**src/gtd_pkg.sv**
```systemverilog
`timescale 1ns / 1ps
// ---------------------------------------------------------------------------
// gtd_pkg
// Types, widths and fixed-point helpers shared by the tone detector modules.
// ---------------------------------------------------------------------------
package gtd_pkg;

  localparam int ACC_W     = 40;              // recurrence state width
  localparam int COEF_FRAC = 14;              // fraction bits of coefficients
  localparam int SAMPLE_W  = 16;
  localparam int COEFF_W   = 17;
  localparam int TERM_W    = 16;
  localparam int POWER_W   = 62;
  localparam int AMP_W     = 31;

  localparam int HALF_W    = ACC_W / 2;       // state is multiplied in two halves
  localparam int MUL_W     = HALF_W + 1;      // signed multiplier operand width
  localparam int PROD_W    = 2 * MUL_W;
  localparam int PACC_W    = ACC_W + COEFF_W + 1;  // full coefficient product
  localparam int PW_W      = 2 * ACC_W + 1;   // sum of two squares
  localparam int ROOT_W    = 64;              // square root datapath

  localparam int CFG_AW    = 2;
  localparam int CFG_DW    = COEFF_W;

  localparam logic [CFG_AW-1:0] CFG_IDX_COEFF = 2'd0;
  localparam logic [CFG_AW-1:0] CFG_IDX_COS   = 2'd1;
  localparam logic [CFG_AW-1:0] CFG_IDX_SIN   = 2'd2;

  localparam logic signed [COEFF_W-1:0] COEFF_RST = 17'sd0;
  localparam logic signed [TERM_W-1:0]  COS_RST   = 16'sd16384;
  localparam logic signed [TERM_W-1:0]  SIN_RST   = 16'sd0;

  localparam int FQ_DEPTH = 2;
  localparam int FQ_AW    = $clog2(FQ_DEPTH);
  localparam int FQ_CW    = $clog2(FQ_DEPTH + 1);

  typedef struct packed {
    logic signed [SAMPLE_W-1:0] sample;
    logic                       last_sample;
  } in_item_t;

  typedef struct packed {
    logic [POWER_W-1:0] power;
    logic [AMP_W-1:0]   amplitude;
  } out_item_t;

  // Final state of one frame, handed from the recurrence to the magnitude unit.
  typedef struct packed {
    logic signed [ACC_W-1:0] pv;
    logic signed [ACC_W-1:0] pp;
  } frame_t;

  typedef struct packed {
    logic signed [COEFF_W-1:0] coeff_two_cos;
    logic signed [TERM_W-1:0]  cos_term;
    logic signed [TERM_W-1:0]  sin_term;
  } cfg_t;

  function automatic logic signed [PROD_W-1:0] mul_s(input logic signed [MUL_W-1:0] a,
                                                     input logic signed [MUL_W-1:0] b);
    mul_s = a * b;
  endfunction

  // Clamp a value one bit wider than the state to the state range.
  function automatic logic signed [ACC_W-1:0] sat_acc(input logic signed [ACC_W:0] v);
    logic signed [ACC_W-1:0] r;
    if (v[ACC_W] != v[ACC_W-1]) begin
      r = v[ACC_W] ? {1'b1, {(ACC_W-1){1'b0}}} : {1'b0, {(ACC_W-1){1'b1}}};
    end else begin
      r = v[ACC_W-1:0];
    end
    return r;
  endfunction

  function automatic logic signed [ACC_W-1:0] sat_sub(input logic signed [ACC_W-1:0] a,
                                                      input logic signed [ACC_W-1:0] b);
    logic signed [ACC_W:0] d;
    d = {a[ACC_W-1], a} - {b[ACC_W-1], b};
    return sat_acc(d);
  endfunction

  function automatic logic signed [ACC_W-1:0] sat_add(input logic signed [ACC_W-1:0] a,
                                                      input logic signed [ACC_W-1:0] b);
    logic signed [ACC_W:0] s;
    s = {a[ACC_W-1], a} + {b[ACC_W-1], b};
    return sat_acc(s);
  endfunction

  // Scale a coefficient product down by the fraction bits, rounding to nearest
  // with ties away from zero, and clamp to the state range. For negative
  // products one less is added, which moves ties away from zero as well.
  function automatic logic signed [ACC_W-1:0] round_sat(input logic signed [PACC_W-1:0] p);
    logic [PACC_W-1:0]           r;
    logic [PACC_W-COEF_FRAC-1:0] q;
    logic signed [ACC_W-1:0]     res;
    r = p + (PACC_W'(1) << (COEF_FRAC - 1)) - {{(PACC_W-1){1'b0}}, p[PACC_W-1]};
    q = r[PACC_W-1:COEF_FRAC];
    if (!q[PACC_W-COEF_FRAC-1] && (|q[PACC_W-COEF_FRAC-2:ACC_W-1])) begin
      res = {1'b0, {(ACC_W-1){1'b1}}};
    end else if (q[PACC_W-COEF_FRAC-1] && !(&q[PACC_W-COEF_FRAC-2:ACC_W-1])) begin
      res = {1'b1, {(ACC_W-1){1'b0}}};
    end else begin
      res = q[ACC_W-1:0];
    end
    return res;
  endfunction

  function automatic logic [ACC_W-1:0] abs_acc(input logic signed [ACC_W-1:0] v);
    return v[ACC_W-1] ? -v : v;
  endfunction

endpackage

```
**src/gtd_front.sv**
```systemverilog
`timescale 1ns / 1ps
// ---------------------------------------------------------------------------
// gtd_front
// Accepts samples and runs the Goertzel recurrence; queues the state at frame end.
// ---------------------------------------------------------------------------
module gtd_front import gtd_pkg::*; (
  input  logic     clk,
  input  logic     rst_n,
  input  logic     push,
  output logic     full,
  input  in_item_t in_data,
  input  cfg_t     cfg,
  output logic     frame_push,
  input  logic     frame_full,
  output frame_t   frame
);

  localparam logic [2:0] F_IDLE = 3'd0;
  localparam logic [2:0] F_MHI  = 3'd1;
  localparam logic [2:0] F_SUM  = 3'd2;
  localparam logic [2:0] F_RND  = 3'd3;
  localparam logic [2:0] F_UPD  = 3'd4;

  logic [2:0]                 state_r;
  logic [2:0]                 state_nxt;
  logic signed [SAMPLE_W-1:0] x_r;
  logic signed [SAMPLE_W-1:0] x_nxt;
  logic                       last_r;
  logic                       last_nxt;
  logic signed [ACC_W-1:0]    pv_r;
  logic signed [ACC_W-1:0]    pv_nxt;
  logic signed [ACC_W-1:0]    pp_r;
  logic signed [ACC_W-1:0]    pp_nxt;
  logic signed [PROD_W-1:0]   prod_r;
  logic signed [PROD_W-1:0]   prod_nxt;
  logic signed [PACC_W-1:0]   acc_r;
  logic signed [PACC_W-1:0]   acc_nxt;
  logic signed [ACC_W-1:0]    u_r;
  logic signed [ACC_W-1:0]    u_nxt;

  logic signed [MUL_W-1:0]    mul_a;
  logic signed [MUL_W-1:0]    mul_b;
  logic signed [PACC_W-1:0]   prod_ext;
  logic signed [ACC_W-1:0]    u0;

  // The state word enters the multiplier as an unsigned low half and a signed
  // high half; the two partial products are summed with a 20-bit offset.
  assign mul_a    = (state_r == F_IDLE) ? {1'b0, pv_r[HALF_W-1:0]}
                                        : {pv_r[ACC_W-1], pv_r[ACC_W-1:HALF_W]};
  assign mul_b    = {{(MUL_W-COEFF_W){cfg.coeff_two_cos[COEFF_W-1]}}, cfg.coeff_two_cos};
  assign prod_ext = {{(PACC_W-PROD_W){prod_r[PROD_W-1]}}, prod_r};
  assign u0       = sat_add(sat_sub(u_r, pp_r), {{(ACC_W-SAMPLE_W){x_r[SAMPLE_W-1]}}, x_r});
  assign full     = (state_r != F_IDLE);
  assign frame.pv = u0;
  assign frame.pp = pv_r;

  always_comb begin
    state_nxt  = state_r;
    x_nxt      = x_r;
    last_nxt   = last_r;
    pv_nxt     = pv_r;
    pp_nxt     = pp_r;
    prod_nxt   = prod_r;
    acc_nxt    = acc_r;
    u_nxt      = u_r;
    frame_push = 1'b0;
    case (state_r)
      F_IDLE: begin
        if (push) begin
          x_nxt     = in_data.sample;
          last_nxt  = in_data.last_sample;
          prod_nxt  = mul_s(mul_a, mul_b);
          state_nxt = F_MHI;
        end
      end
      F_MHI: begin
        acc_nxt   = prod_ext;
        prod_nxt  = mul_s(mul_a, mul_b);
        state_nxt = F_SUM;
      end
      F_SUM: begin
        acc_nxt   = acc_r + (prod_ext <<< HALF_W);
        state_nxt = F_RND;
      end
      F_RND: begin
        u_nxt     = round_sat(acc_r);
        state_nxt = F_UPD;
      end
      F_UPD: begin
        if (!last_r) begin
          pp_nxt    = pv_r;
          pv_nxt    = u0;
          state_nxt = F_IDLE;
        end else if (!frame_full) begin
          // Frame end: hand the final state to the back end and start afresh.
          frame_push = 1'b1;
          pp_nxt     = '0;
          pv_nxt     = '0;
          state_nxt  = F_IDLE;
        end
      end
      default: begin
        state_nxt = F_IDLE;
      end
    endcase
  end

  always_ff @(posedge clk) begin
    if (!rst_n) begin
      state_r <= F_IDLE;
      pv_r    <= '0;
      pp_r    <= '0;
    end else begin
      state_r <= state_nxt;
      pv_r    <= pv_nxt;
      pp_r    <= pp_nxt;
    end
  end

  always_ff @(posedge clk) begin
    x_r    <= x_nxt;
    last_r <= last_nxt;
    prod_r <= prod_nxt;
    acc_r  <= acc_nxt;
    u_r    <= u_nxt;
  end

endmodule

```
**config.mk**
```make
export PLATFORM = sky130hd
export DESIGN_NAME = gtd_front
export DESIGN_NICKNAME = d
export VERILOG_FILES = /design/src/gtd_pkg.sv /design/src/gtd_front.sv
export SDC_FILE = /design/constraint.sdc
export NUM_CORES = 2
export LEC_CHECK = 0
export BUFFER_PORTS_ARGS = -buffer_cell sky130_fd_sc_hd__buf_2
export CAP_MARGIN = 0
export CORE_ASPECT_RATIO = 1.75
export CORE_MARGIN = 2
export CORE_UTILIZATION = 25
export CTS_BUF_LIST = sky130_fd_sc_hd__clkbuf_4 sky130_fd_sc_hd__clkbuf_8 sky130_fd_sc_hd__clkbuf_16
export CTS_CLUSTER_DIAMETER = 200
export CTS_CLUSTER_SIZE = 25
export DETAILED_ROUTE_END_ITERATION = 7
export PLACE_DENSITY_LB_ADDON = 0.12
export SYNTH_ARGS = -nofsm -noshare
export SYNTH_HDL_FRONTEND = slang
export SYNTH_SLANG_ARGS = --single-unit
```
**constraint.sdc**
```tcl
create_clock -name clk -period 22.7 [get_ports clk]
set_input_delay 4.54 -clock clk [delete_from_list [all_inputs] [get_ports clk]]
set_output_delay 4.54 -clock clk [all_outputs]
set_load 0.01 [all_outputs]
```
Yosys cells after proc, flatten, opt, wreduce, memory -nomap -nowiden. Cells that the tools add are included.

Bits in registers: 240. Input port bits: 70. Logic and storage cells: 56.

$add $sub $neg: 5. $mul: 1. Equality and inequality tests: 9. Muxes and demuxes: 19. Reduce and logical (&&, ||, !) cells: 14.

Operators with widths (number): 2-to-1 mux 40 bit (8); case mux 58 bit (2 select lines) (1); case mux 42 bit (2 select lines) (1); adder 58 x 14 -> 58 bit (second input constant) (1); adder 58 bit (1); subtractor 58 x 1 -> 58 bit (1); 2-to-1 mux 42 bit (1); adder 40 x 16 -> 41 bit (1); subtractor 40 x 40 -> 41 bit (1); multiplier 21 x 17 -> 38 bit (1); 2-to-1 mux 21 bit (1); case mux 3 bit (5 select lines) (1); 2-to-1 mux 3 bit (3); AND reduction 2 bit (4); equality test 3 x 2 -> 1 bit (second input constant) (2); inequality test 2 bit (second input constant) (2); AND reduction 4 bit (1); nonzero test 2 bit (2); OR reduction 4 bit (1); equality test 3 x 1 -> 1 bit (second input constant) (1); equality test 3 bit (second input constant) (1); zero test 3 bit (1); 2-to-1 mux 1 bit (3); inequality test 3 bit (second input constant) (1); other kinds (4) (7).

Depth between registers and ports, before layout.
Depth after elaboration: 7. Gate-level depth with buffers: 32. Gate-level depth less buffers: 29.

Worst setup path before layout. Ideal clock, no wire load.

Path type: input port to flip-flop. Start: in cfg[34] (netlist bit). End: reg prod_r[34] (data pin). Setup time: 0.258 ns. Arrival time: 10.542 ns. Required time: 22.442 ns. Slack: 11.901 ns. Stages: 25. Path buffers: 1. Cells stage by stage: clkbuf_1 nand2_1 fa_1 inv_1 fa_1 inv_1 fa_1 inv_1 fa_1 inv_1 fa_1 inv_1 fa_1 ha_1 a21o_1 a21o_1 a21oi_1 or3b_1 o21ai_1 o21ai_1 a41o_1 o41a_1 a21o_1 a21oi_1 xnor2_1.

Longest elaborated chain between the ends: 3.

RTL lines: from (decl) (RTL line gtd_front.sv:12) `input cfg_t cfg,`; multiplier 21 x 17 -> 38 bit * (RTL line gtd_pkg.sv:62) `mul_s = a * b;`; 2-to-1 mux 42 bit (RTL line gtd_front.sv:69) `if (push) begin`; case mux 42 bit (2 select lines) * (RTL line gtd_front.sv:67) `case (state_r)`; net prod_nxt[34] (RTL line gtd_front.sv:35) `logic signed [PROD_W-1:0] prod_nxt;`; to (signal assigned) (RTL line gtd_front.sv:123) `prod_r <= prod_nxt;`; to (decl) (RTL line gtd_front.sv:34) `logic signed [PROD_W-1:0] prod_r;`.

The timed path passes the listed nets; every way through them passes the cells marked *. The select of a mux whose other input is x is not followed. A chain may end at the register's enable or synchronous reset.

==> results.yml <==
cts:
  root_buffer: "clkbuf_16"
  ctsHoldBuffers: 0
  cts_buffer_depth: 3
  cts_max_level: 1
  cts_setup_buffers: 0
  path_clk_slew_ps: 110
  insertion_delay_ps: 540
  cts_resized: 0
  clock-sinks: 236
  cts_tree: "yes"
  cts_buffers: 13
detailed_routing:
  wl_per_cell_um: 20.68
  first_pass_iters: 5
  routed_wl_um: 107900
  ant_nets: 0
  initialDrtViolationCount: 1012
  viasPerCell: 4.680
  num_vias: 24411
  drc: 0
die:
  start_util_pct: 25.19
  die_area_sq_um: 127800
  core_sq_um: 123900
  die_h_um: 471.4
  rows: 171
  die_w_um: 271.1
  io_pins: 152
run:
  maxCapViolCount: 0
global_route:
  busiest_layer: "met2"
  grt_start_max_net_pins: 50
  use_met3_pct: 0.6923
  grt-ovfl-total: 0
  gr-usage-met1_pct: 16.32
  grt_util_met2_pct: 36.49
  grt_pass1_wl_um: 164600
  antenna_found_initial: 6
  track_usage_pct: 16.97
  grt_pass1_vias: 27076
worst_setup_path:
  critPathKind: "flip-flop to primary output"
  cpMostUsedCell: "buf_4"
  r2r_start: "state_r[2]"
  setup.worst_path.start_class: "flip-flop"
  r2r_end: "prod_r[36]"
  arrival_ps: 9010
  cpPeakStageDelay_ps: 770
  reg2reg_slack_ps: 13500
  reg2reg_depth: 30
  slowest_stage: "nand2_1"
  cp-end-kind: "primary output"
  path_max_fanout: 32
  cp.required_ps: 18160
timing:
  hold_viol: 0
  slew_headroom_pct: 28.64
  fmaxAchievable_mhz: 73.80
  final.period_utilization_pct: 59.70
  setup_viol: 0
  fin_crit_ps: 13550
  tns_ps: 0
  fin_skew_ps: 49.38
  fin_ws_ps: 9149
  tightest_slew_ps: 1068
  grt_setup_unrepaired: "no"
  slew_viol_final: 0
logic_synthesis:
  yosys-top-cells-area: "fa_1 (23%), edfxtp_1 (15%), ha_1 (11%)"
  ys_types: 85
  yosysTopAreaCell: "fa_1"
  syn-cell-area_sq_um: 31210
  syn_inst: 3540
  synth.top_cell.area_share_pct: 23.03
  ys.flop_type: "edfxtp_1"
  postSynth.asyncResetShare_pct: 0
  seq_area_frac_synth_pct: 20.04
  syn-mean-instance-area_sq_um: 8.816
  ys_ff_latch: 236
  synth_nets: 4235
  synth_edf_count: 153
  yosys_warnings: 0
  synth_commonest_cells: "inv_1 (509), nand2_1 (402), fa_1 (359)"
  synth.most_common_cell: "inv_1"
power:
  cellLeakagePower_nw: 15.44
  p_comb_share_pct: 55.6
  p_int_w: 0.001082
  p_total_w: 0.001952
  switching_share_pct: 44.58
  power_switching_w: 0.0008701
  ir_drop_mv: 0.07791
  p_per_area_nw_per_um2: 57.40
  seq_power_share_pct: 29.7
  p_clk_share_pct: 14.7
placed_design:
  place_area_sq_um: 33610
  placed_cells_incl_taps: 5194
  gp_congestion: 0.8884
  io_buffers: 119
  dp_hpwl_um: 89220
  place_ws_ps: 9416
hold_path:
  hold_depth: 2
  hold_start: "pv_r[10]"
  hold_end: "pv_r[10]"
  hold_path_class: "flip-flop to flip-flop"
final_layout:
  syn_to_final_growth_pct: 8.968
  final_cells: 5216
  nFillCells: 13299
  nets: 4261
  final_area_sq_um: 34010
  drive_above_1_share_pct: 6.299
status:
  outcome: "completed"
## cell families (layout without fill, tap and decap cells)
family | after synthesis | after routing | share of synthesized area [%]
buf+inv | 659 | 691 | 8.082
compound gates | 802 | 802 | 16.57
other cells | 0 | 1 | 0
xor+xnor | 182 | 182 | 5.107
flops | 236 | 236 | 20.04
simple gates | 999 | 999 | 15.32
fa+ha+maj | 660 | 660 | 34.81
mux | 2 | 2 | 0.06415
## worst max-delay path by stage
stage                       start          to  slack [ps]  cells past startpoint
after CTS                  u_r[0]   frame[42]        8810                     34
after floorplan           cfg[34]  prod_r[34]       11900                     25
final                      u_r[0]   frame[42]        9150                     34
after detailed placement   u_r[0]   frame[42]        9420                     34
after global placement     u_r[0]   frame[42]        9480                     34
after global routing       u_r[0]   frame[42]        8480                     34
## per-layer routing
layer / share of wire (%) / vias to the layer above
li1: - / 11767
met1: 34 / 12144
met2: 59 / 358
met3: 1.8 / 138
met4: 4.3 / 4
met5: 0.019 / -
## sequential cells by signal (all words and copies together), names as in the netlist
register / flops
pv_r: 40
x_r: 16
state_r: 3
u_r: 40
acc_r: 58
pp_r: 40
last_r: 1
prod_r: 38
## cell type report
cell class                 instances  area (sq um)  share of cell area (%)
multi-input combinational       2645         22490                   66.12
sequential                       236          6256                   18.40
tap                             1643          2056                   6.045
inverter                         511          1918                   5.640
timing repair buffer             159         895.9                   2.634
clock buffer                      20         377.9                   1.111
clock inverter                     1         16.27                 0.04783
antenna                            1         2.502                0.007358
## stage by stage
step                      hold WS, ps  utilization [%]
after global routing            560.0            27.45
after CTS                       518.7            27.45
final                           523.2            27.45
after global placement          497.7            27.13
after detailed placement        501.6            27.13
after floorplan                 493.8                -
## cells in the final DEF (no fill, tap or decap), types with 25 or more instances in the layout
cell type | Yosys | final
inv_1 | 509 | 509
edfxtp_1 | 153 | 153
o21a_1 | 32 | 32
nor3_1 | 27 | 26
nand2_1 | 402 | 401
nor2b_1 | 77 | 77
fa_1 | 359 | 359
a21o_1 | 146 | 146
a21oi_1 | 210 | 209
buf_2 | 21 | 119
o21bai_1 | 32 | 32
and3_1 | 25 | 25
nor2_1 | 159 | 157
o21ai_1 | 69 | 69
o21ai_0 | 116 | 116
buf_4 | 4 | 40
and2_1 | 165 | 165
dfxtp_1 | 83 | 83
nand3_1 | 54 | 53
xnor2_1 | 116 | 116
ha_1 | 266 | 266
maj3_1 | 35 | 35
xor2_1 | 66 | 65
a22oi_1 | 41 | 41
## power by group through the flow
stage / sequential (W) / combinational, W / clock, W
detailed placement: 0.000592 / 0.00109 / 0
floorplan: 0.000559 / 0.000804 / 0
CTS: 0.000583 / 0.00110 / 0.000303
global placement: 0.000593 / 0.00110 / 0
finish: 0.000580 / 0.00109 / 0.000286
global route: 0.000584 / 0.00121 / 0.000312
## critical path: cells and delay by family, from the launching register on
family | cells | cell delay [ps]
compound gates | 12 | 2900
simple gates | 10 | 2440
buf+inv | 8 | 1390
fa+ha+maj | 4 | 1330
flops | 1 | 390
(Power assumes the default switching activity.)
