==> src/gtd_pkg.sv <==
`timescale 1ns / 1ps
// ---------------------------------------------------------------------------
// gtd_pkg
// Types, widths and fixed-point helpers shared by the tone detector modules.
// ---------------------------------------------------------------------------
package gtd_pkg;

  localparam int ACC_W     = 40;              // recurrence state width
  localparam int COEF_FRAC = 14;              // fraction bits of coefficients
  localparam int SAMPLE_W  = 16;
  localparam int COEFF_W   = 17;
  localparam int TERM_W    = 16;
  localparam int POWER_W   = 62;
  localparam int AMP_W     = 31;

  localparam int HALF_W    = ACC_W / 2;       // state is multiplied in two halves
  localparam int MUL_W     = HALF_W + 1;      // signed multiplier operand width
  localparam int PROD_W    = 2 * MUL_W;
  localparam int PACC_W    = ACC_W + COEFF_W + 1;  // full coefficient product
  localparam int PW_W      = 2 * ACC_W + 1;   // sum of two squares
  localparam int ROOT_W    = 64;              // square root datapath

  localparam int CFG_AW    = 2;
  localparam int CFG_DW    = COEFF_W;

  localparam logic [CFG_AW-1:0] CFG_IDX_COEFF = 2'd0;
  localparam logic [CFG_AW-1:0] CFG_IDX_COS   = 2'd1;
  localparam logic [CFG_AW-1:0] CFG_IDX_SIN   = 2'd2;

  localparam logic signed [COEFF_W-1:0] COEFF_RST = 17'sd0;
  localparam logic signed [TERM_W-1:0]  COS_RST   = 16'sd16384;
  localparam logic signed [TERM_W-1:0]  SIN_RST   = 16'sd0;

  localparam int FQ_DEPTH = 2;
  localparam int FQ_AW    = $clog2(FQ_DEPTH);
  localparam int FQ_CW    = $clog2(FQ_DEPTH + 1);

  typedef struct packed {
    logic signed [SAMPLE_W-1:0] sample;
    logic                       last_sample;
  } in_item_t;

  typedef struct packed {
    logic [POWER_W-1:0] power;
    logic [AMP_W-1:0]   amplitude;
  } out_item_t;

  // Final state of one frame, handed from the recurrence to the magnitude unit.
  typedef struct packed {
    logic signed [ACC_W-1:0] pv;
    logic signed [ACC_W-1:0] pp;
  } frame_t;

  typedef struct packed {
    logic signed [COEFF_W-1:0] coeff_two_cos;
    logic signed [TERM_W-1:0]  cos_term;
    logic signed [TERM_W-1:0]  sin_term;
  } cfg_t;

  function automatic logic signed [PROD_W-1:0] mul_s(input logic signed [MUL_W-1:0] a,
                                                     input logic signed [MUL_W-1:0] b);
    mul_s = a * b;
  endfunction

  // Clamp a value one bit wider than the state to the state range.
  function automatic logic signed [ACC_W-1:0] sat_acc(input logic signed [ACC_W:0] v);
    logic signed [ACC_W-1:0] r;
    if (v[ACC_W] != v[ACC_W-1]) begin
      r = v[ACC_W] ? {1'b1, {(ACC_W-1){1'b0}}} : {1'b0, {(ACC_W-1){1'b1}}};
    end else begin
      r = v[ACC_W-1:0];
    end
    return r;
  endfunction

  function automatic logic signed [ACC_W-1:0] sat_sub(input logic signed [ACC_W-1:0] a,
                                                      input logic signed [ACC_W-1:0] b);
    logic signed [ACC_W:0] d;
    d = {a[ACC_W-1], a} - {b[ACC_W-1], b};
    return sat_acc(d);
  endfunction

  function automatic logic signed [ACC_W-1:0] sat_add(input logic signed [ACC_W-1:0] a,
                                                      input logic signed [ACC_W-1:0] b);
    logic signed [ACC_W:0] s;
    s = {a[ACC_W-1], a} + {b[ACC_W-1], b};
    return sat_acc(s);
  endfunction

  // Scale a coefficient product down by the fraction bits, rounding to nearest
  // with ties away from zero, and clamp to the state range. For negative
  // products one less is added, which moves ties away from zero as well.
  function automatic logic signed [ACC_W-1:0] round_sat(input logic signed [PACC_W-1:0] p);
    logic [PACC_W-1:0]           r;
    logic [PACC_W-COEF_FRAC-1:0] q;
    logic signed [ACC_W-1:0]     res;
    r = p + (PACC_W'(1) << (COEF_FRAC - 1)) - {{(PACC_W-1){1'b0}}, p[PACC_W-1]};
    q = r[PACC_W-1:COEF_FRAC];
    if (!q[PACC_W-COEF_FRAC-1] && (|q[PACC_W-COEF_FRAC-2:ACC_W-1])) begin
      res = {1'b0, {(ACC_W-1){1'b1}}};
    end else if (q[PACC_W-COEF_FRAC-1] && !(&q[PACC_W-COEF_FRAC-2:ACC_W-1])) begin
      res = {1'b1, {(ACC_W-1){1'b0}}};
    end else begin
      res = q[ACC_W-1:0];
    end
    return res;
  endfunction

  function automatic logic [ACC_W-1:0] abs_acc(input logic signed [ACC_W-1:0] v);
    return v[ACC_W-1] ? -v : v;
  endfunction

endpackage

==> src/gtd_fifo.sv <==
`timescale 1ns / 1ps
// ---------------------------------------------------------------------------
// gtd_fifo
// Short queue of finished frames between the recurrence and the magnitude unit.
// ---------------------------------------------------------------------------
module gtd_fifo import gtd_pkg::*; (
  input  logic   clk,
  input  logic   rst_n,
  input  logic   wr_en,
  input  frame_t wr_data,
  output logic   wr_full,
  input  logic   rd_en,
  output frame_t rd_data,
  output logic   rd_empty
);

  frame_t             mem_r [FQ_DEPTH];
  logic [FQ_AW-1:0]   wr_ptr_r;
  logic [FQ_AW-1:0]   wr_ptr_nxt;
  logic [FQ_AW-1:0]   rd_ptr_r;
  logic [FQ_AW-1:0]   rd_ptr_nxt;
  logic [FQ_CW-1:0]   count_r;
  logic [FQ_CW-1:0]   count_nxt;
  logic               do_wr;
  logic               do_rd;

  assign wr_full  = (count_r == FQ_CW'(FQ_DEPTH));
  assign rd_empty = (count_r == '0);
  assign rd_data  = mem_r[rd_ptr_r];
  assign do_wr    = wr_en && !wr_full;
  assign do_rd    = rd_en && !rd_empty;

  always_comb begin
    wr_ptr_nxt = wr_ptr_r;
    rd_ptr_nxt = rd_ptr_r;
    count_nxt  = count_r;
    if (do_wr) begin
      wr_ptr_nxt = (wr_ptr_r == FQ_AW'(FQ_DEPTH - 1)) ? '0 : wr_ptr_r + 1'b1;
    end
    if (do_rd) begin
      rd_ptr_nxt = (rd_ptr_r == FQ_AW'(FQ_DEPTH - 1)) ? '0 : rd_ptr_r + 1'b1;
    end
    if (do_wr && !do_rd) begin
      count_nxt = count_r + 1'b1;
    end else if (do_rd && !do_wr) begin
      count_nxt = count_r - 1'b1;
    end
  end

  always_ff @(posedge clk) begin
    if (!rst_n) begin
      wr_ptr_r <= '0;
      rd_ptr_r <= '0;
      count_r  <= '0;
    end else begin
      wr_ptr_r <= wr_ptr_nxt;
      rd_ptr_r <= rd_ptr_nxt;
      count_r  <= count_nxt;
    end
  end

  always_ff @(posedge clk) begin
    if (do_wr) begin
      mem_r[wr_ptr_r] <= wr_data;
    end
  end

endmodule

==> config.mk <==
export PLATFORM = sky130hd
export DESIGN_NAME = gtd_fifo
export DESIGN_NICKNAME = d
export VERILOG_FILES = /design/src/gtd_pkg.sv /design/src/gtd_fifo.sv
export SDC_FILE = /design/constraint.sdc
export NUM_CORES = 1
export LEC_CHECK = 0
export BUFFER_PORTS_ARGS = -buffer_cell sky130_fd_sc_hd__buf_2
export CAP_MARGIN = 10
export CORE_ASPECT_RATIO = 0.5
export CORE_MARGIN = 2
export CORE_UTILIZATION = 46
export CTS_BUF_LIST = sky130_fd_sc_hd__clkbuf_8
export CTS_CLUSTER_DIAMETER = 60
export DETAILED_ROUTE_END_ITERATION = 10
export GPL_ROUTABILITY_DRIVEN = 0
export GPL_TIMING_DRIVEN = 0
export PLACE_DENSITY = 0.73
export REMOVE_ABC_BUFFERS = 1
export SLEW_MARGIN = 15
export SYNTH_ARGS = -nofsm -noshare
export SYNTH_HDL_FRONTEND = slang
export SYNTH_SLANG_ARGS = --single-unit
==> constraint.sdc <==
create_clock -name clk -period 5.05 [get_ports clk]
set_clock_uncertainty 0.2 [all_clocks]
set_input_delay 1.01 -clock clk [delete_from_list [all_inputs] [get_ports clk]]
set_output_delay 1.01 -clock clk [all_outputs]
set_load 0.03 [all_outputs]
* Word-level counts from Yosys, hierarchy flattened
Memory sizes are Yosys's and may differ from the RTL's. A register that Yosys moved wholly into a read port is not among the register bits.
Cells that the tools add are included.
** Storage, ports and cells
- Flip-flop bits (word level) :: 4
- Latch bits :: 0
- Memory bits (writable) :: 160
- ROM bits :: 0
- Output and inout bits :: 82
- Word-level logic and storage cells :: 27
- Memories kept :: 1
** Operators by class
- $add $sub $neg :: 4
- $mul :: 0
- Divide/modulo/power cells :: 0
- $lt $le $gt $ge :: 0
- Eq/ne operators :: 1
- Shift operators :: 0
- Mux-type cells :: 8
- Bitwise gates (word level) :: 0
- Reductions and logical operators :: 10
** Memories
- mem_r :: depth 2, width 80, read ports 1, clocked after Yosys merged registers in 1, write ports 1, line gtd_fifo.sv:17 : frame_t mem_r [FQ_DEPTH];
** Operators by type and width (count)
- $mux 1 :: 6
- $logic_and 1x1->1 :: 4
- $logic_not 1->1 :: 4
- $mux 2 :: 2
- $add 1x1->1 const B :: 2
- $add 2x1->2 const B :: 1
- $eq 2x2->1 const B :: 1
- $logic_not 2->1 :: 1
- $reduce_bool 2->1 :: 1
- $sub 2x1->2 const B :: 1

* Depth between registers and ports, before layout
Gate-level depths: netlist of run 1.
- Depth in word-level cells :: 7
- Mapped depth :: 7
- Gate-level depth less buffers :: 7

* Least setup slack after synthesis of run 1
Ideal clock, no wire load.
- Path type :: input-to-reg
- Start :: in wr_en
- End :: mem mem_r[0][0] in the netlist's numbering, enable pin
- Arrival :: 4204 ps
- Setup slack :: 140 ps
- Stages on the path :: 2
- Path buffers :: 0
- Cell sequence :: inv_1 nor3_2
** On the way
- Longest elaborated chain between the ends :: 3
** Ends and longest elaborated chain
- start, declared :: line gtd_fifo.sv:9 : input logic wr_en,
- $logic_and 1x1->1 :: line gtd_fifo.sv:30 : assign do_wr = wr_en && !wr_full;
- $mux 1 :: line gtd_fifo.sv:63 : if (do_wr) begin
- $mux 1 (implied by the code) :: line gtd_fifo.sv:64 : mem_r[wr_ptr_r] <= wr_data;
- end, declared :: line gtd_fifo.sv:17
No other way between the ends.

==> impl_metrics.tcl, run 1 <==
set metrics [dict create \
    outcome "completed" \
    regToRegSetupSlack_ns 2.60 \
    insertion_delay_ns 0.42 \
    reg2reg_depth 7 \
    finalHoldViolCount 0 \
    leakagePower_nw 2.79 \
    drive_gt1_share_pct 58.1 \
    power_w 0.00392 \
    cts_tree "built" \
    worstSetupPathType "flip-flop to output port" \
    drtPass1Iterations 4 \
    cts_max_path_buffers 2 \
    grt_pass1_wl_um 16800 \
    core-area_sq_um 12700 \
    tightest_slew_ns 0.636 \
    critPathMaxFanout 42 \
    setup_viol 0 \
    initialDrtViolationCount 172 \
    via_count 3068 \
    rsz0062_at_grt "no" \
    die_w_um 166 \
    setup_ws_ns 1.78 \
    layout_commonest_cell "buf_2" \
    finalCritPeriodShare_pct 64.8 \
    n_antenna_cell 0 \
    min_path_type "flip-flop to flip-flop" \
    fin_crit_ns 3.27 \
    pre_cts_slack_ns 1.99 \
    avgSynthCellArea_sq_um 21.9 \
    post_cts_buffers 0 \
    antenna_left 0 \
    critPathCapture "rd_data[45]" \
    synth_area_sq_um 6000 \
    cts-root-buf "clkbuf_8" \
    placed_area_sq_um 7130 \
    drc 0 \
    via_per_inst 4.79 \
    ir_worst_vdd_uv 321 \
    ys_types 22 \
    p_per_area_nw_per_um2 523 \
    most-common-layout-cells "buf_2 (165), edfxtp_1 (160), mux2_2 (72)" \
    cp.arrival_ns 2.06 \
    fill_cells 983 \
    wl_um 11100 \
    grt_use_total_pct 16.4 \
    instances_no_fill 640 \
    ys_ff_latch 165 \
    portBuffers 165 \
    die-area_sq_um 14000 \
    syn_inst 274 \
    start_util_pct 47.3 \
    layout-area-overhead-vs-synth_pct 24.7 \
    yosysWarnings 0 \
    cts-buffers-inserted 17 \
    fin_nets 542 \
    cts_hold_buffers 0 \
    drv_cap 0 \
    ios 166 \
    die_h_um 84.8 \
    grt_pass1_vias 3322 \
    slew_viol_final 0 \
    ctsResizeCount 0 \
    final_area_sq_um 7490 \
    antenna_found_initial 0 \
    htree_num_levels 4 \
    crit_path_start_kind "flip-flop" \
    max_freq_mhz 305 \
    hpwlAfterDp_um 7480 \
    post-route-util_pct 59.0 \
    grt_max_degree 50 \
    rr_startpoint "count_r[0]$_SDFFE_PN0P_" \
    clock_sinks 165 \
    fp-row-count 29 \
    avgRoutedWirePerCell_um 17.3 \
    clkSlewWorstSetupHoldPaths_ns 0.08 \
    rr_endpoint "mem_r[0][75]$_DFFE_PP_" \
    max_slew_margin_pct 57.5 \
    yosysSeqAreaShare_pct 81.7 \
    placedCellCount 608 \
    overflow 0 \
    cp.required_ns 3.84 \
    cp-end-kind "output port" \
]
cell usage after synthesis (all sizes together):
cell type / count / area share, %
and3: 1 / 0.10
or3: 1 / 0.10
mux2: 80 / 15
o21ai: 2 / 0.17
xor2: 1 / 0.15
xnor2: 2 / 0.29
inv: 2 / 0.12
ha: 1 / 0.21
nor2: 2 / 0.13
edfxtp: 160 / 80
nand2b: 1 / 0.10
a21boi: 2 / 0.25
o21a: 1 / 0.13
buf: 9 / 1.1
dfxtp: 5 / 1.7
and2: 3 / 0.31
nor3: 1 / 0.17
per-layer routing:
layer	vias up	routed length (um)	GRT usage (%)
met5	-	0	0
met4	0	179	6.27
li1	1447	-	-
met2	62	6260	31.0
met1	1543	4290	17.9
met3	16	343	4.00
where the power goes:
part	internal (W)	total [W]	switching, W
clock network	0.000424	0.000870	0.000446
registers	0.00172	0.00181	0.0000894
logic	0.000456	0.00124	0.000786
metrics by stage:
| step | hold WS, ns | setup TNS (ns) |
|---|---|---|
| 2_1_floorplan | 0.283 | 0 |
| 3_3_place_gp | 0.307 | -145.56 |
| 3_5_place_dp | 0.314 | 0 |
| 4_1_cts | 0.333 | 0 |
| 5_1_grt | 0.392 | 0 |
| 6_report | 0.332 | 0 |
worst min path at each step:
stage,to,depth (start not counted),startpoint,slack (ns)
2_1_floorplan,count_r[1]$_SDFFE_PN0P_,2,count_r[1]$_SDFFE_PN0P_,0.28
3_3_place_gp,count_r[1]$_SDFFE_PN0P_,2,count_r[1]$_SDFFE_PN0P_,0.31
3_5_place_dp,count_r[1]$_SDFFE_PN0P_,2,count_r[1]$_SDFFE_PN0P_,0.31
4_1_cts,count_r[1]$_SDFFE_PN0P_,2,count_r[1]$_SDFFE_PN0P_,0.33
5_1_grt,count_r[1]$_SDFFE_PN0P_,2,count_r[1]$_SDFFE_PN0P_,0.39
6_report,count_r[1]$_SDFFE_PN0P_,2,count_r[1]$_SDFFE_PN0P_,0.33
worst max-delay path: stages, from the launching register on:
cell,delay (ns)
dfxtp_4,0.70
buf_12,0.31
mux2_2,0.37
buf_2,0.18
sequential cells by signal (all words and copies together) (netlist names), named ones only:
register	cells
mem_r	160
wr_ptr_r	1
rd_ptr_r	1
count_r	2
cell families (layout without fill, tap and decap cells):
| logic type | Yosys count | after routing | share of synthesized area [%] |
|---|---|---|---|
| flip-flops | 165 | 165 | 81.7 |
| AND/OR/NAND/NOR | 9 | 9 | 0.917 |
| multiplexers | 80 | 80 | 15.0 |
| adder cells (fa/ha/maj) | 1 | 1 | 0.208 |
| buffers and inverters | 11 | 207 | 1.21 |
| AO/OA/AOI/OAI | 5 | 5 | 0.542 |
| XOR/XNOR | 3 | 3 | 0.438 |
layout make-up:
class                      count  area, sq um  area share [%]
tap                          170          213            2.84
sequential                   165         4910            65.5
inverter                       2         7.51           0.100
multi-input combinational     98         1040            13.9
timing repair buffer         173          963            12.9
clock inverter                15          125            1.67
clock buffer                  17          234            3.12
Power figures use the tool's default switching activity.
==> run 2: changes to the inputs <==
- clock period: 5.05 -> 2.7 ns (I/O delays scaled with it)
==> impl_metrics.tcl, run 2 (synthesis results as in run 1) <==
set metrics [dict create \
    setup_ws_ns 0.161 \
    insertion_delay_ns 0.42 \
    cp.depth 3 \
    cp_num_buf_inv 2 \
    max_slew_margin_pct 57.6 \
    regMostFlops "mem_r" \
    cts-root-buf "clkbuf_8" \
    layout-area-overhead-vs-synth_pct 25.4 \
    post_cts_buffers 1 \
    via_per_inst 4.82 \
    overflow 0 \
    die_h_um 84.8 \
    finalCritPeriodShare_pct 94.0 \
    core-area_sq_um 12700 \
    crit_family "flip-flops" \
    post-route-util_pct 59.3 \
    rsz0062_at_grt "no" \
    antenna_found_initial 0 \
    met3_usage_pct 4.00 \
    most-common-layout-cells "buf_2 (165), edfxtp_1 (160), mux2_2 (72)" \
    p_per_area_nw_per_um2 983 \
    cp.required_ns 1.96 \
    leakagePower_nw 2.80 \
    grtUsageMet2_pct 31.2 \
    slew_viol_final 0 \
    grt_pass1_vias 3322 \
    reg.largest.list "mem_r (160), count_r (2)" \
    tightest_slew_ns 0.634 \
    pre_cts_slack_ns 0.108 \
    setup_viol 0 \
    grt_pass1_wl_um 17000 \
    crit_path_start_kind "flip-flop" \
    drc 0 \
    drtPass1Iterations 4 \
    fp-row-count 29 \
    instances_no_fill 642 \
    critPathMaxStageDelay_ns 0.52 \
    htree_num_levels 4 \
    antenna_left 0 \
    fin_crit_ns 2.54 \
    wl_um 11400 \
    drive_gt1_share_pct 58.3 \
    power_w 0.00740 \
    start_util_pct 47.3 \
    ios 166 \
    top_usage_layer "met2" \
    tns_ns 0 \
    largest_reg_flops 160 \
    outcome "completed" \
    cts_max_path_buffers 2 \
    worstSetupPathType "flip-flop to output port" \
    die-area_sq_um 14000 \
    grt_use_total_pct 16.7 \
    clock_sinks 165 \
    max_freq_mhz 394 \
    ctsResizeCount 0 \
    drv_cap 0 \
    via_count 3095 \
    cp.arrival_ns 1.80 \
    initialDrtViolationCount 171 \
    die_w_um 166 \
    finalHoldViolCount 0 \
    hold_path_depth 1 \
    n_antenna_cell 0 \
    min_path_type "primary input to flip-flop" \
    worstPathCellList "buf_12 -> mux2_2 -> buf_2" \
    slowest_stage "dfxtp_4" \
    layout_commonest_cell "buf_2" \
    reg2reg_depth 7 \
    ir_worst_vdd_uv 590 \
    avgRoutedWirePerCell_um 17.8 \
    placedCellCount 608 \
    fin_nets 544 \
    clkSlewWorstSetupHoldPaths_ns 0.08 \
    grt_max_degree 50 \
    cts_hold_buffers 0 \
    portBuffers 165 \
    use_met1_pct 18.4 \
    hpwlAfterDp_um 7480 \
    critPathMaxFanout 42 \
    cp-end-kind "output port" \
    cts-buffers-inserted 17 \
    cts_tree "built" \
]
==> run 2: metrics by stage <==
step	instance area, sq um	hold WS [ns]
floorplan	5940	0.283
global placement	6980	0.307
detailed placement	7130	0.314
CTS	7520	0.0674
global route	7530	0.0585
finish	7530	0.0998
==> run 2: worst register-to-register path: stages, from the launching register on <==
cell      delay (ns)
dfxtp_1         0.43
nand2b_1        0.19
inv_2           0.07
nor3_4          0.49
buf_8           0.26
buf_8           0.18
buf_8           0.17
buf_8           0.16
==> run 2: where the power goes <==
group	internal, W	switching (W)	leakage (nW)	total, W
registers	0.00321	0.000121	1.54	0.00333
clock network	0.000793	0.000835	0.183	0.00163
logic	0.000893	0.00154	1.09	0.00244
==> run 2: per-layer routing <==
| metal | vias to the layer above | part of all wire [%] |
|---|---|---|
| li1 | 1453 | - |
| met1 | 1560 | 39 |
| met2 | 65 | 56 |
| met3 | 17 | 3.0 |
| met4 | 0 | 1.6 |
| met5 | - | 0 |
==> run 2: layout make-up <==
| cell class | count | area (sq um) |
|---|---|---|
| clock buffers | 17 | 234 |
| multi-input cells | 98 | 1040 |
| flip-flops and latches | 165 | 4910 |
| well taps | 170 | 213 |
| fillers | 981 | 5170 |
| repair buffers | 175 | 1000 |
| inverters | 2 | 7.51 |
| clock inverters | 15 | 125 |
==> run 2: worst paths after layout <==
check	start	endpoint	slack [ns]
worst max-delay path	flip-flop	rd_data[45]	0.16
worst min-delay path	wr_data[68]	mem_r[0][68]$_DFFE_PP_	0.1
worst max register to register	count_r[0]$_SDFFE_PN0P_	mem_r[0][75]$_DFFE_PP_	0.25
worst min register to register	count_r[1]$_SDFFE_PN0P_	count_r[1]$_SDFFE_PN0P_	0.33
==> run 3: changes to the inputs <==
- BUFFER_PORTS_ARGS: -buffer_cell sky130_fd_sc_hd__buf_2 -> not set
- CORE_UTILIZATION: 46 -> 59
- DONT_BUFFER_PORTS: not set -> 1
- PLACE_DENSITY: 0.73 -> 0.77
==> impl_metrics.tcl, run 3 (synthesis results as in run 1) <==
set metrics [dict create \
    regMostFlops "mem_r" \
    use_met1_pct 22.5 \
    reg.largest.list "mem_r (160), count_r (2)" \
    clkSlewWorstSetupHoldPaths_ns 0.09 \
    worstSetupPathType "flip-flop to output port" \
    max_freq_mhz 391 \
    ir_worst_vdd_uv 619 \
    tightest_slew_ns 0.595 \
    ios 166 \
    max_slew_margin_pct 60.2 \
    cts-buffers-inserted 17 \
    timing.hold.ws_ns 0.0278 \
    most-common-layout-cells "edfxtp_1 (160), dlygate4sd3_1 (80), mux2_2 (72)" \
    clockPowerShare_pct 22.9 \
    grt_pass1_vias 3025 \
    drtPass1Iterations 4 \
    clock_sinks 165 \
    largest_reg_flops 160 \
    n_antenna_cell 0 \
    switchingPower_w 0.00247 \
    htree_num_levels 4 \
    hpwlAfterDp_um 6270 \
    cp.required_ns 1.96 \
    drive_gt1_share_pct 29.9 \
    avgRoutedWirePerCell_um 20.8 \
    die_h_um 75.3 \
    fp-row-count 25 \
    switching_share_pct 34.9 \
    overflow 0 \
    rsz0062_at_grt "no" \
    rr_endpoint "mem_r[0][71]$_DFFE_PP_" \
    combPwrFrac_pct 29.6 \
    die-area_sq_um 11000 \
    initialDrtViolationCount 195 \
    cts_max_path_buffers 2 \
    grt_pass1_wl_um 16200 \
    fin_crit_ns 2.56 \
    top_usage_layer "met2" \
    crit_family "flip-flops" \
    tns_ns 0 \
    antenna_found_initial 0 \
    outcome "completed" \
    grt_max_degree 59 \
    core-area_sq_um 9670 \
    finalHoldViolCount 0 \
    min_path_type "primary input to flip-flop" \
    setup_viol 0 \
    leakagePower_nw 2.48 \
    slew_viol_final 0 \
    crit_path_start_kind "flip-flop" \
    rr_startpoint "count_r[0]$_SDFFE_PN0P_" \
    hold_path_depth 1 \
    finalCritPeriodShare_pct 94.7 \
    cp.arrival_ns 1.82 \
    worstHoldStart "rst_n" \
    antenna_left 0 \
    via_count 2848 \
    grt_use_total_pct 20.2 \
    drc 0 \
    layout_commonest_cell "edfxtp_1" \
    wl_um 10800 \
    cts-root-buf "clkbuf_8" \
    seqPwrFrac_pct 47.4 \
    start_util_pct 62.1 \
    layout-area-overhead-vs-synth_pct 23.7 \
    slowest_stage "dfxtp_4" \
    portBuffers 0 \
    critPathMaxFanout 33 \
    critPathMaxStageDelay_ns 0.61 \
    met3_usage_pct 6.29 \
    cts_tree "built" \
    holdPathEnd "count_r[0]$_SDFFE_PN0P_" \
    worstPathCellList "buf_12 -> mux2_1" \
    drv_cap 0 \
    regToRegSetupSlack_ns 0.35 \
    cp-end-kind "output port" \
    insertion_delay_ns 0.43 \
    cp_num_buf_inv 1 \
    die_w_um 147 \
    fin_nets 457 \
    power_w 0.00709 \
    reg2reg_depth 6 \
    via_per_inst 5.48 \
    p_per_area_nw_per_um2 955 \
    internal_power_w 0.00462 \
    grtUsageMet2_pct 36.9 \
]
run 3: changes by cell type in the layout (fill, tap and decap cells not counted), sizes merged:
cell         previous run  this run
bufinv                  2         1
buf                   175         8
dlygate4sd3             0        80
clkinv                  5         8
inv                     6         8
clkinvlp                4         0
run 3: cell type report:
class,instances,area [sq um]
clock buffers,17,234
clock inverters,15,129
fillers,536,2240
inverters,2,7.51
multi-input cells,98,1040
flip-flops and latches,165,4910
well taps,135,169
repair buffers,88,943
run 3: what timing repair did:
action / CTS / global route
gates resized for setup: 0 / 0
setup endpoints to repair: 33 / 0
hold buffers: 80 / 0
hold endpoints to repair: 160 / 0
buffers inserted: 1 / 0
run 3: routing by layer:
metal | wire, um | part of all wire (%)
met1 | 4190 | 39
met2 | 5730 | 53
met3 | 618 | 5.7
met4 | 269 | 2.5
met5 | 0 | 0
run 3: through the flow:
stage / utilization [%] / cells / setup slack [ns] / area (sq um)
6_report: 76.9 / 520 / 0.143 / 7430
5_1_grt: 76.9 / 520 / 0.0640 / 7430
4_1_cts: 76.9 / 520 / 0.111 / 7430
3_5_place_dp: 64.6 / 407 / 0.387 / 6250
3_3_place_gp: 63.2 / 400 / -3.06 / 6110
2_1_floorplan: - / 265 / -1.76 / 5940
run 3: worst max-delay path by stage:
stage                                        from                      to  cells after the start
final                                   flip-flop             rd_data[71]                      2
after global routing                    flip-flop             rd_data[71]                      2
after CTS                               flip-flop             rd_data[71]                      2
after detailed placement                flip-flop             rd_data[71]                      2
after global placement    count_r[0]$_SDFFE_PN0P_  mem_r[0][31]$_DFFE_PP_                      3
after floorplan           count_r[0]$_SDFFE_PN0P_   mem_r[0][0]$_DFFE_PP_                      3
run 3: power groups by stage:
stage	Sequential [W]	Clock, W	Combinational, W
after floorplan	0.00347	0	0.00159
after global placement	0.00355	0	0.00175
after detailed placement	0.00346	0	0.00191
after CTS	0.00336	0.00165	0.00210
after global routing	0.00340	0.00175	0.00219
final	0.00336	0.00163	0.00210
